==> config.mk <==
export PLATFORM = sky130hd
export DESIGN_NAME = lfu_cache_core_flat
export DESIGN_NICKNAME = d
export VERILOG_FILES = /design/src/design/lfu_pkg.sv /design/src/design/lfu_if.sv /design/src/design/lfu_ctrl.sv /design/src/design/lfu_dp.sv /design/src/design/lfu_cache_core.sv /design/src/flat_wrapper.sv
export SDC_FILE = /design/constraint.sdc
export NUM_CORES = 2
export LEC_CHECK = 0
export BUFFER_PORTS_ARGS = -buffer_cell sky130_fd_sc_hd__buf_2
export CAP_MARGIN = 5
export CELL_PAD_IN_SITES_DETAIL_PLACEMENT = 1
export CELL_PAD_IN_SITES_GLOBAL_PLACEMENT = 1
export CORE_MARGIN = 4
export CORE_UTILIZATION = 30
export CTS_BUF_LIST = sky130_fd_sc_hd__clkbuf_4
export CTS_CLUSTER_DIAMETER = 80
export DETAILED_ROUTE_END_ITERATION = 6
export HOLD_SLACK_MARGIN = 0.1
export PLACE_DENSITY = 0.58
export REMOVE_ABC_BUFFERS = 1
export SLEW_MARGIN = 20
export SYNTH_ARGS = -nofsm -noshare
export SYNTH_HDL_FRONTEND = slang
export SYNTH_SLANG_ARGS = --single-unit
==> constraint.sdc <==
create_clock -name clk -period 10.4 [get_ports clk]
set_clock_uncertainty 0.2 [all_clocks]
set_input_delay 1.56 -clock clk [delete_from_list [all_inputs] [get_ports clk]]
set_output_delay 1.56 -clock clk [all_outputs]
set_load 0.005 [all_outputs]
==> src/design/lfu_pkg.sv <==
package lfu_pkg;
	localparam int ENTRIES_DEF    = 16;
	localparam int COUNT_BITS_DEF = 16;
	localparam int KEY_W          = 32;
	localparam int VAL_W          = 32;
	localparam int CAP_W          = 5;
	localparam logic [CAP_W-1:0] CAP_RESET = CAP_W'(16);
	localparam logic OP_GET = 1'b0;
	localparam logic OP_PUT = 1'b1;

	typedef struct packed {
		logic start;
		logic do_write;
	} lfu_cmd_t;

	typedef struct packed {
		logic busy;
		logic done;
	} lfu_stat_t;
endpackage

==> src/design/lfu_if.sv <==
interface lfu_req_if;
	import lfu_pkg::*;
	logic valid;
	logic ready;
	logic op;
	logic signed [KEY_W-1:0] key;
	logic signed [VAL_W-1:0] write_value;
	modport source (output valid, op, key, write_value, input ready);
	modport sink (input valid, op, key, write_value, output ready);
endinterface

interface lfu_rsp_if;
	import lfu_pkg::*;
	logic valid;
	logic ready;
	logic hit;
	logic signed [VAL_W-1:0] read_value;
	logic evicted;
	logic signed [KEY_W-1:0] evicted_key;
	modport source (output valid, hit, read_value, evicted, evicted_key, input ready);
	modport sink (input valid, hit, read_value, evicted, evicted_key, output ready);
endinterface

==> src/design/lfu_ctrl.sv <==
module lfu_ctrl (
	input  logic              clk,
	input  logic              arst_n,
	input  logic              req_valid,
	output logic              req_ready,
	output logic              rsp_valid,
	input  logic              rsp_ready,
	output lfu_pkg::lfu_cmd_t cmd,
	input  lfu_pkg::lfu_stat_t stat
);
	import lfu_pkg::*;
	localparam logic [1:0] S_IDLE = 2'd0;
	localparam logic [1:0] S_RUN  = 2'd1;
	localparam logic [1:0] S_OUT  = 2'd2;

	logic [1:0] state_q;

	assign req_ready    = (state_q == S_IDLE);
	assign rsp_valid    = (state_q == S_OUT);
	assign cmd.start    = req_valid && req_ready;
	assign cmd.do_write = (state_q == S_RUN) && stat.done;

	always_ff @(posedge clk or negedge arst_n) begin
		if (!arst_n) begin
			state_q <= S_IDLE;
		end else begin
			case (state_q)
				S_IDLE: if (cmd.start) state_q <= S_RUN;
				S_RUN:  if (stat.done) state_q <= S_OUT;
				S_OUT:  if (rsp_ready) state_q <= S_IDLE;
				default: state_q <= S_IDLE;
			endcase
		end
	end
endmodule

==> src/design/lfu_dp.sv <==
module lfu_dp #(
	parameter int ENTRIES    = lfu_pkg::ENTRIES_DEF,
	parameter int COUNT_BITS = lfu_pkg::COUNT_BITS_DEF
) (
	input  logic                            clk,
	input  logic                            arst_n,
	input  logic [lfu_pkg::CAP_W-1:0]       capacity,
	input  lfu_pkg::lfu_cmd_t               cmd,
	output lfu_pkg::lfu_stat_t              stat,
	input  logic                            in_op,
	input  logic signed [lfu_pkg::KEY_W-1:0] in_key,
	input  logic signed [lfu_pkg::VAL_W-1:0] in_value,
	output logic                            hit,
	output logic signed [lfu_pkg::VAL_W-1:0] read_value,
	output logic                            evicted,
	output logic signed [lfu_pkg::KEY_W-1:0] evicted_key
);
	import lfu_pkg::*;
	localparam int IW = (ENTRIES > 1) ? $clog2(ENTRIES) : 1;
	localparam int NW = $clog2(ENTRIES + 1);
	localparam logic [COUNT_BITS-1:0] CMAX = '1;

	logic                  valid_q [ENTRIES];
	logic [KEY_W-1:0]      key_q   [ENTRIES];
	logic [VAL_W-1:0]      val_q   [ENTRIES];
	logic [COUNT_BITS-1:0] cnt_q   [ENTRIES];
	logic [IW-1:0]         rank_q  [ENTRIES];
	logic [NW-1:0]         occ_q;

	logic              op_q;
	logic [KEY_W-1:0]  k_q;
	logic [VAL_W-1:0]  v_q;
	logic [NW-1:0]     idx_q;
	logic              busy_q;
	logic              found_q, vic_ok_q, free_ok_q;
	logic [IW-1:0]     found_i_q, vic_i_q, free_i_q;

	logic [IW-1:0] ci;
	logic [NW-1:0] eff_cap;
	logic          full;
	logic          do_ev, do_ins;
	logic [IW-1:0] slot;
	logic          slot_free;
	logic [IW-1:0] vr, fr;

	assign ci = idx_q[IW-1:0];
	always_comb begin
		if (capacity == '0) eff_cap = NW'(1);
		else if (32'(capacity) > ENTRIES) eff_cap = NW'(ENTRIES);
		else eff_cap = NW'(capacity);
	end
	assign full      = (occ_q >= eff_cap);
	assign do_ev     = !found_q && op_q && full && vic_ok_q;
	assign slot      = do_ev ? vic_i_q : free_i_q;
	assign slot_free = do_ev || free_ok_q;
	assign do_ins    = !found_q && op_q && slot_free;
	assign vr        = rank_q[vic_i_q];
	assign fr        = rank_q[found_i_q];
	assign stat.busy = busy_q;
	assign stat.done = busy_q && (idx_q == NW'(ENTRIES));

	always_ff @(posedge clk or negedge arst_n) begin
		if (!arst_n) begin
			busy_q      <= 1'b0;
			occ_q       <= '0;
			idx_q       <= '0;
			op_q        <= 1'b0;
			k_q         <= '0;
			v_q         <= '0;
			found_q     <= 1'b0;
			vic_ok_q    <= 1'b0;
			free_ok_q   <= 1'b0;
			found_i_q   <= '0;
			vic_i_q     <= '0;
			free_i_q    <= '0;
			hit         <= 1'b0;
			read_value  <= '0;
			evicted     <= 1'b0;
			evicted_key <= '0;
			for (int j = 0; j < ENTRIES; j++) begin
				valid_q[j] <= 1'b0;
				key_q[j]   <= '0;
				val_q[j]   <= '0;
				cnt_q[j]   <= '0;
				rank_q[j]  <= '0;
			end
		end else if (cmd.start) begin
			busy_q   <= 1'b1;
			idx_q    <= '0;
			op_q     <= in_op;
			k_q      <= in_key;
			v_q      <= in_value;
			found_q  <= 1'b0;
			vic_ok_q <= 1'b0;
			free_ok_q <= 1'b0;
		end else if (busy_q && !stat.done) begin
			idx_q <= idx_q + 1'b1;
			if (valid_q[ci]) begin
				if (!found_q && key_q[ci] == k_q) begin
					found_q   <= 1'b1;
					found_i_q <= ci;
				end
				if (!vic_ok_q || cnt_q[ci] < cnt_q[vic_i_q] ||
				    (cnt_q[ci] == cnt_q[vic_i_q] && rank_q[ci] > rank_q[vic_i_q])) begin
					vic_ok_q <= 1'b1;
					vic_i_q  <= ci;
				end
			end else if (!free_ok_q) begin
				free_ok_q <= 1'b1;
				free_i_q  <= ci;
			end
		end else if (cmd.do_write) begin
			busy_q      <= 1'b0;
			hit         <= found_q;
			read_value  <= (found_q && op_q == OP_GET) ? val_q[found_i_q] : '0;
			evicted     <= do_ev;
			evicted_key <= do_ev ? key_q[vic_i_q] : '0;
			if (found_q) begin
				for (int j = 0; j < ENTRIES; j++)
					if (valid_q[j] && rank_q[j] < fr) rank_q[j] <= rank_q[j] + 1'b1;
				rank_q[found_i_q] <= '0;
				if (cnt_q[found_i_q] != CMAX) cnt_q[found_i_q] <= cnt_q[found_i_q] + 1'b1;
				if (op_q == OP_PUT) val_q[found_i_q] <= v_q;
			end else if (do_ins) begin
				for (int j = 0; j < ENTRIES; j++)
					if (valid_q[j] && (!do_ev || rank_q[j] < vr))
						rank_q[j] <= rank_q[j] + 1'b1;
				valid_q[slot] <= 1'b1;
				key_q[slot]   <= k_q;
				val_q[slot]   <= v_q;
				cnt_q[slot]   <= COUNT_BITS'(1);
				rank_q[slot]  <= '0;
				if (!do_ev) occ_q <= occ_q + 1'b1;
			end
		end
	end
endmodule

==> src/design/lfu_cache_core.sv <==
// LFU key-value cache with LRU tie break. One request at a time: the
// datapath scans all ENTRIES slots one per cycle to find the key, the
// lowest-count oldest victim and a free slot, then commits the update and
// registers the response. A new request is taken only after the response
// has been taken. A response stays until taken.
module lfu_cache_core #(
	parameter int ENTRIES    = lfu_pkg::ENTRIES_DEF,
	parameter int COUNT_BITS = lfu_pkg::COUNT_BITS_DEF
) (
	input  logic                        clk,
	input  logic                        arst_n,
	input  logic                        cfg_we,
	input  logic [lfu_pkg::CAP_W-1:0]   cfg_wdata,
	lfu_req_if.sink                     req,
	lfu_rsp_if.source                   rsp
);
	import lfu_pkg::*;
	logic [CAP_W-1:0] cap_q;
	lfu_cmd_t  cmd;
	lfu_stat_t stat;

	always_ff @(posedge clk or negedge arst_n) begin
		if (!arst_n) cap_q <= CAP_RESET;
		else if (cfg_we) cap_q <= cfg_wdata;
	end

	lfu_ctrl u_ctrl (
		.clk(clk), .arst_n(arst_n),
		.req_valid(req.valid), .req_ready(req.ready),
		.rsp_valid(rsp.valid), .rsp_ready(rsp.ready),
		.cmd(cmd), .stat(stat)
	);

	lfu_dp #(.ENTRIES(ENTRIES), .COUNT_BITS(COUNT_BITS)) u_dp (
		.clk(clk), .arst_n(arst_n), .capacity(cap_q), .cmd(cmd), .stat(stat),
		.in_op(req.op), .in_key(req.key), .in_value(req.write_value),
		.hit(rsp.hit), .read_value(rsp.read_value),
		.evicted(rsp.evicted), .evicted_key(rsp.evicted_key)
	);

	a_no_accept_busy: assert property (@(posedge clk) disable iff (!arst_n)
		stat.busy |-> !req.ready) else $error("request accepted while busy");
	a_rsp_after_done: assert property (@(posedge clk) disable iff (!arst_n)
		$rose(rsp.valid) |-> $past(stat.done)) else $error("response without scan");
	a_evict_put: assert property (@(posedge clk) disable iff (!arst_n)
		rsp.valid && rsp.evicted |-> !rsp.hit) else $error("eviction on hit");
endmodule

==> src/flat_wrapper.sv <==
// flat-port wrapper written by rule: the top's interface ports become plain ports
module lfu_cache_core_flat import lfu_pkg::*;
#(
	parameter int ENTRIES    = lfu_pkg::ENTRIES_DEF,
	parameter int COUNT_BITS = lfu_pkg::COUNT_BITS_DEF
)
  (clk, arst_n, cfg_we, cfg_wdata, req_valid, req_op, req_key, req_write_value, req_ready, rsp_valid, rsp_hit, rsp_read_value, rsp_evicted, rsp_evicted_key, rsp_ready);
  lfu_req_if req_i ();
  lfu_rsp_if rsp_i ();
  input  logic clk;
  input  logic arst_n;
  input  logic cfg_we;
  input  logic [lfu_pkg::CAP_W-1:0] cfg_wdata;
  input wire logic [$bits(req_i.valid)-1:0] req_valid;
  input wire logic [$bits(req_i.op)-1:0] req_op;
  input wire logic [$bits(req_i.key)-1:0] req_key;
  input wire logic [$bits(req_i.write_value)-1:0] req_write_value;
  output wire logic [$bits(req_i.ready)-1:0] req_ready;
  output wire logic [$bits(rsp_i.valid)-1:0] rsp_valid;
  output wire logic [$bits(rsp_i.hit)-1:0] rsp_hit;
  output wire logic [$bits(rsp_i.read_value)-1:0] rsp_read_value;
  output wire logic [$bits(rsp_i.evicted)-1:0] rsp_evicted;
  output wire logic [$bits(rsp_i.evicted_key)-1:0] rsp_evicted_key;
  input wire logic [$bits(rsp_i.ready)-1:0] rsp_ready;
  assign req_i.valid = req_valid;
  assign req_i.op = req_op;
  assign req_i.key = req_key;
  assign req_i.write_value = req_write_value;
  assign req_ready = req_i.ready;
  assign rsp_valid = rsp_i.valid;
  assign rsp_hit = rsp_i.hit;
  assign rsp_read_value = rsp_i.read_value;
  assign rsp_evicted = rsp_i.evicted;
  assign rsp_evicted_key = rsp_i.evicted_key;
  assign rsp_i.ready = rsp_ready;
  lfu_cache_core #(.ENTRIES(ENTRIES), .COUNT_BITS(COUNT_BITS)) u_core (.clk(clk), .arst_n(arst_n), .cfg_we(cfg_we), .cfg_wdata(cfg_wdata), .req(req_i), .rsp(rsp_i));
endmodule
**After elaboration in Yosys (flattened, before gate mapping)**

Index checks and enable logic that the tools add are counted.

- Input port bits: 75
- Word-level logic and storage cells: 538
- Bits in registers: 1,524
- Output and inout bits: 68

- Reduce and logical (&&, ||, !) cells: 90
- Equality and inequality tests: 13
- Bitwise operators: 19
- Magnitude comparators: 42
- Mux-type cells: 257
- Add/subtract/negate cells: 19

Operators with widths:

| cell | count |
|---|---|
| $bwmux W512 | 3 |
| $mux W512 | 3 |
| $mux W256 | 3 |
| $mux W4 | 185 |
| $bmux W32 S4 | 3 |
| $mux W32 | 10 |
| $bwmux W256 | 1 |
| $demux W32 S4 | 2 |
| $and A240 B240 Y240 | 1 |
| $not A240 Y240 | 1 |
| $bmux W16 S4 | 3 |
| $and A64 B64 Y64 | 2 |
| $demux W16 S4 | 2 |
| $lt A4 B4 Y1 | 32 |
| $mux W16 | 8 |
| $mux W64 | 2 |
| $not A64 Y64 | 2 |
| $add A4 B1 Y4 const B | 16 |
| $bmux W4 S4 | 3 |
| $logic_and A1 B1 Y1 | 45 |
| $demux W4 S4 | 2 |
| $eq A32 B32 Y1 | 1 |
| $or A16 B16 Y16 | 2 |
| $ge A5 B5 Y1 const B | 4 |
| other kinds (32) | 104 |

**Logic depth before layout (Yosys ltp)**

- Depth after elaboration: 18
- Mapped depth: 21
- Depth with buffers taken out: 12

**Modules after synthesis**

A second synthesis with hierarchy kept.

- Cells, all modules: 5,535
- Area total of the unflattened synthesis: 80,589.8 um^2

Modules (own cells, without submodules):

| module | times used | sequential area each (um^2) | cells an instance | area an instance (um^2) |
|---|---|---|---|---|
| lfu_dp | 1 | 37,961.4 | 5,515 | 80,307.0 |
| lfu_cache_core | 1 | 126.4 | 10 | 182.7 |
| lfu_ctrl | 1 | 50.0 | 10 | 100.1 |

**Worst setup path before layout**

Ideal clock, no wire load.

- Kind: register to register
- Start: register u_core.u_dp.idx_q[1]
- End: register u_core.u_dp.vic_i_q[3]
- Data arrival time: 4,983 ps
- Setup time: 126 ps
- Data required time: 10,074 ps
- Stages on the path, launching flop included: 20
- Path slack: 5,090 ps
- Period minus slack after synthesis: 5,310 ps
- Buffers on the path: 8
- Cells stage by stage: dfrtp_1 -> buf_4 -> buf_6 -> buf_6 -> buf_2 -> buf_2 -> buf_1 -> buf_2 -> clkbuf_1 -> mux4_2 -> mux4_2 -> ha_1 -> a21o_1 -> a21o_1 -> a21o_1 -> a21o_1 -> a21o_1 -> a211oi_1 -> a211o_1 -> nand3_1

- Cells in the longest elaborated chain, start to end: 8
- Elaborated cells on any way between the ends: 21
- Those cells by class: 2 x order compare; 2 x eq/ne; 9 x mux; 1 x bitwise; 7 x reduce/logical

Ends and longest elaborated chain:

| what | RTL line | source |
|---|---|---|
| start, declared | lfu_dp.sv:33 | `logic [NW-1:0] idx_q;` |
| start signal, assigned | lfu_dp.sv:97 | `idx_q <= idx_q + 1'b1;` |
| $not A4 Y5 (not written as such) | lfu_dp.sv:98, lfu_dp.sv:103, lfu_dp.sv:104 |  |
| $bmux W16 S4 / $bmux W4 S4 (equally long branches) | lfu_dp.sv:103, lfu_dp.sv:104 |  |
| $mux W16 (not written as such) / $mux W4 (equally long branches) (2 in a row) | lfu_dp.sv:103, lfu_dp.sv:104 |  |
| $lt A16 B16 Y1, or another cell as far along | lfu_dp.sv:103 | `if (!vic_ok_q \|\| cnt_q[ci] < cnt_q[vic_i_q] \|\|` |
| $logic_or A1 B1 Y1 / $logic_and A1 B1 Y1 (equally long branches) | lfu_dp.sv:103, lfu_dp.sv:104 |  |
| $logic_or A1 B1 Y1 | lfu_dp.sv:103 |  |
| $reduce_and A4 Y1 (no source line) (*) | -- |  |
| end signal, assigned | lfu_dp.sv:106 | `vic_i_q <= ci;` |
| end, declared | lfu_dp.sv:36 | `logic [IW-1:0] found_i_q, vic_i_q, free_i_q;` |

Mark *: on every way between the ends. The rest lies on a longest branch, timed or not. The select of a mux whose other input is x is not followed.
A chain may end at the register's enable or synchronous reset.

**Worst setup path in the final report**

- Start: register u_core.u_dp.idx_q[1]
- End: register u_core.u_dp.found_i_q[2]

- Cells in the longest elaborated chain, start to end: 7
- Elaborated cells on any way between the ends: 14
- Those cells by class: 2 x eq/ne; 6 x mux; 1 x bitwise; 5 x reduce/logical

Ends and longest elaborated chain:

| what | RTL line | source |
|---|---|---|
| $not A4 Y5 (not written as such) | lfu_dp.sv:98, lfu_dp.sv:99 |  |
| $bmux W32 S4 | lfu_dp.sv:99 | `if (!found_q && key_q[ci] == k_q) begin` |
| $mux W32 (not written as such) (2 in a row) | lfu_dp.sv:99 |  |
| $eq A32 B32 Y1 | lfu_dp.sv:99 |  |
| $logic_and A1 B1 Y1 | lfu_dp.sv:99 |  |
| $reduce_and A4 Y1 (no source line) (*) | -- |  |
| end signal, assigned | lfu_dp.sv:101 | `found_i_q <= ci;` |
| end, declared | lfu_dp.sv:36 |  |

Marks and branches as above.

==> summary.md <==
| Metric | Value |
|---|---|
| Status | `completed` |
| Worst Path Class, Setup | `reg -> reg` |
| Minimum setup slack among reg-to-reg paths | `3.91 ns` |
| Combinational share of power | `0.243` |
| Overall Global Routing Usage | `0.1946` |
| Global route overflow | `0` |
| Required @ worst endpoint | `11.28 ns` |
| Average wire per cell in the routed design | `27.84 um` |
| Number of ports placed on the die boundary | `143` |
| Highest fanout seen on the critical path | `68` |
| Element type at the critical path start | `flop` |
| Post-synthesis cell count | `5876` |
| Internal Pwr Total | `0.01109 W` |
| Max Clk Rate | `154.1 MHz` |
| Routability-driven placement congestion ratio | `0.8515` |
| Per-cell via count in the routed design | `5.571` |
| Top library cells by usage in the layout, fill and taps aside | `1512 x sky130_fd_sc_hd__dfrtp_1, 1033 x sky130_fd_sc_hd__mux2_2, 739 x sky130_fd_sc_hd__mux4_2, 631 x sky130_fd_sc_hd__clkbuf_4, 464 x sky130_fd_sc_hd__nand2_1` |
| Hold_sp | `u_core.u_dp.read_value[3]` |
| Fraction of met2 tracks used by global routing | `0.3083` |
| Power per standard cell area | `188.8 nW/um^2` |
| Initial antenna violation count | `17` |
| Biggest area contributors in the synthesized netlist | `sky130_fd_sc_hd__dfrtp_1 46%, sky130_fd_sc_hd__mux4_2 20%, sky130_fd_sc_hd__mux2_2 14%` |
| Growth of design area from synthesis to finish | `11.59%` |
| Number of gates resized after cts | `0` |
| Cell type with the highest occurrence count on the critical path | `sky130_fd_sc_hd__nor4_1` |
| Share of the yosys chip area belonging to registers | `0.4647` |
| Number of endpoints failing setup at the final stage | `0` |
| Clock tree from TritonCTS | `built` |
| CP endpoint kind | `flop` |
| Ratio of cells with drive above 1 in the final layout | `0.4417` |
| Area of the core | `271500 um^2` |
| Number of failing hold endpoints at the final stage | `0` |
| Port Buffer Count | `142` |
| Dominant cell type by area after synthesis | `sky130_fd_sc_hd__dfrtp_1` |
| Commonest non-fill, non-tap cell in the layout | `sky130_fd_sc_hd__dfrtp_1` |
| Post-layout net count | `6271` |
| Setup_tns | `0 ns` |
| CTS Buf Count | `431` |
| Height of the die | `531.0 um` |
| Number of detailed-route iterations in the first pass | `7` |
| Post-Place Worst Slack | `4.074 ns` |
| Global-route track usage on met1 | `0.2714` |
| Combined area of all synthesized cells | `82060 um^2` |
| Layer with the highest usage | `met2` |
| Slew Limit Fails | `0` |
| Endpoint, Worst Hold | `u_core.u_dp.read_value[3]` |
| Number of max-cap violations | `0` |
| Kind of path behind the tightest hold check | `reg -> reg` |
| Net switching fraction of the power | `0.3584` |
| Worst setup slack after layout | `3.910 ns` |
| Clock network fraction of total power | `0.322` |
| Crit-path slowest cell | `sky130_fd_sc_hd__dfrtp_4` |
| Horizontal die dimension | `531.0 um` |
| Relative slew slack | `0.1750` |
| Part of the cycle the worst path needs | `0.6240` |
| Fin crit period | `6.490 ns` |
| Async SR Flop Fraction | `1.000` |
| Total wirelength of the detailed-routed design | `276700 um` |
| Area used by multi-input combinational logic | `41320 um^2` |
| Full die area | `282000 um^2` |
| Largest incremental delay on the critical path | `0.92 ns` |
| First-pass GRT wire length | `413100 um` |
| Clock-pin slew of the registers on the worst-case setup and hold paths | `0.06 ns` |
| Leakage | `41.42 nW` |
| Max Root-Sink Buffers | `4` |
| Total number of yosys warnings | `0` |
| Met3 Resource Use GR | `0.03647` |
| Detail Route Antenna Nets | `0` |
| Number of synthesized register bits | `1524` |
| Number of cells on the worst hold path | `2` |
| Initial Utilization | `0.3023` |
| Distinct cells, synth | `88` |
| Register share of total power | `0.435` |
| Overall Power | `0.01729 W` |
| Maximum vdd ir drop | `233.5 uV` |
| Worst Tran Pin Value | `1.234 ns` |
| Post-detailed-route DRC marker count | `0` |
| Master cell of the clock root buffer | `sky130_fd_sc_hd__clkbuf_4` |
| Clock Sinks | `1524` |
| Largest net degree at the start of global routing | `163` |
| Fraction of post-synthesis cell area in the top cell type by area | `0.4644` |
| Dominant register cell in the synthesized netlist | `sky130_fd_sc_hd__dfrtp_1` |
| Unrepaired setup endpoints after global routing | `no` |
| Chain of cells forming the critical path | `buf_12, buf_4, mux4_2, o22ai_1, nor4_1, o21ai_0, or4b_1, nor4_1, nand4_1, mux2_2` |
| Estimated wirelength of the detail-placed design | `160400 um` |
| Drt initial violations | `4057` |
| Row Count | `191` |
| Worst path arrival time | `7.37 ns` |
| Storage element area | `38180 um^2` |
| Vias after detailed routing | `55370` |
| Maximum level of the CTS H-tree | `5` |
| Total of fill cells in the finished design | `28740` |
| Terminus of the critical flop-to-flop path | `u_core.u_dp.found_i_q[2]` |
| Number of enable-type register cells in the synthesized netlist | `0` |
| Cell count of the worst reg-to-reg path | `10` |
| Latest clock arrival within the worst-skew pair | `1.26 ns` |
| P_sw | `0.006196 W` |
| Reg2Reg Launch Point | `u_core.u_dp.idx_q[1]` |
| Number of global-route vias before repair | `60000` |
| Average cell area after synthesis | `13.97 um^2` |
-- layout make-up --
class,instances,area share
Antenna cell,9,0.0002459
Multi-Input combinational cell,3720,0.4513
Sequential cell,1524,0.4169
Clock buffer,631,0.05173
Timing Repair Buffer,263,0.01972
Clock inverter,107,0.006626
Tap cell,3570,0.04878
Inverter,115,0.004755
-- sequential cells by signal, indices dropped and copies added, names as in the netlist, 2 cells and up --
signal	count
u_core.u_dp.k_q	32
u_core.u_dp.v_q	32
u_core.u_dp.read_value	32
u_core.u_dp.rank_q	64
u_core.u_dp.occ_q	5
u_core.u_dp.cnt_q	256
u_core.cap_q	5
u_core.u_dp.vic_i_q	4
u_core.u_dp.key_q	512
u_core.u_dp.idx_q	5
u_core.u_ctrl.state_q	2
u_core.u_dp.valid_q	16
u_core.u_dp.evicted_key	32
u_core.u_dp.free_i_q	4
u_core.u_dp.found_i_q	4
u_core.u_dp.val_q	512
-- through the flow --
stage          instance area [um^2]  hold slack [ns]    util  std cells
3_5_place_dp                  86190           0.2656  0.3175       9191
6_report                      91580           0.2755  0.3373       9939
5_1_grt                       91570           0.1622  0.3373       9934
3_3_place_gp                  86100           0.2569  0.3172       9188
4_1_cts                       91540           0.1180  0.3372       9930
2_1_floorplan                 79600           0.2517       -       5359
-- power by group through the flow --
| stage | Clock, W | Sequential (W) | Combinational (W) |
|---|---|---|---|
| detailed placement | 0 | 0.00761 | 0.00423 |
| finish | 0.00557 | 0.00752 | 0.00420 |
| floorplan | 0 | 0.00767 | 0.00249 |
| global route | 0.00614 | 0.00763 | 0.00448 |
| global placement | 0 | 0.00755 | 0.00418 |
| CTS | 0.00581 | 0.00750 | 0.00424 |
-- kinds of logic (layout without fill, tap and decap cells) --
group | after synthesis | after routing | synth area share
other | 0 | 9 | 0
DFF | 1524 | 1524 | 0.4647
adders and majority gates | 141 | 141 | 0.02150
buffers and inverters | 632 | 1116 | 0.03528
AOI/OAI and AO/OA | 721 | 721 | 0.05998
muxes | 1867 | 1867 | 0.3575
and+or+nand+nor | 930 | 930 | 0.05428
xor gates and xnor gates | 61 | 61 | 0.006785
-- worst max-delay path, delay by kind of cell, from the launching register on --
| kind | cells | cell delay, ns |
|---|---|---|
| flops | 1 | 0.92 |
| buf+inv | 2 | 1.26 |
| simple gates | 4 | 2.79 |
| mux | 2 | 0.85 |
| compound gates | 2 | 0.32 |
-- synthesized netlist by cell type (98+ instances only) --
| cell type | instances |
|---|---|
| sky130_fd_sc_hd__dfrtp_1 | 1523 |
| sky130_fd_sc_hd__mux2_2 | 1033 |
| sky130_fd_sc_hd__mux4_2 | 739 |
| sky130_fd_sc_hd__nand2_1 | 474 |
| sky130_fd_sc_hd__o21ai_0 | 240 |
| sky130_fd_sc_hd__clkbuf_1 | 230 |
| sky130_fd_sc_hd__ha_1 | 141 |
| sky130_fd_sc_hd__buf_2 | 136 |
| sky130_fd_sc_hd__o2bb2ai_1 | 133 |
| sky130_fd_sc_hd__inv_1 | 113 |
| sky130_fd_sc_hd__nand3_1 | 113 |
| sky130_fd_sc_hd__buf_1 | 98 |
-- metal layers --
metal	part of all wire	wire length, um
met4	0.028	7751
met5	0.00041	113
met3	0.062	17130
met1	0.45	123200
met2	0.46	128500
-- how the worst max path moves through the flow --
stage	startpoint	endpoint	slack, ns	cells after the start
after floorplan	u_core.u_dp.idx_q[0]	u_core.u_dp.val_q[0]	-4.08	9
after global placement	u_core.u_dp.idx_q[1]	u_core.u_dp.found_i_q[1]	3.96	10
after detailed placement	u_core.u_dp.idx_q[1]	u_core.u_dp.found_i_q[2]	4.07	10
after CTS	u_core.u_dp.idx_q[1]	u_core.u_dp.found_i_q[2]	4.04	10
after global routing	u_core.u_dp.idx_q[1]	u_core.u_dp.found_i_q[2]	3.84	10
final	u_core.u_dp.idx_q[1]	u_core.u_dp.found_i_q[2]	3.91	10
-- timing repair --
item,CTS,global route
endpoints found under the hold margin,26,0
setup buffers,0,0
hold buffers,1,0
No activity file was read; power rests on OpenSTA's default activity.
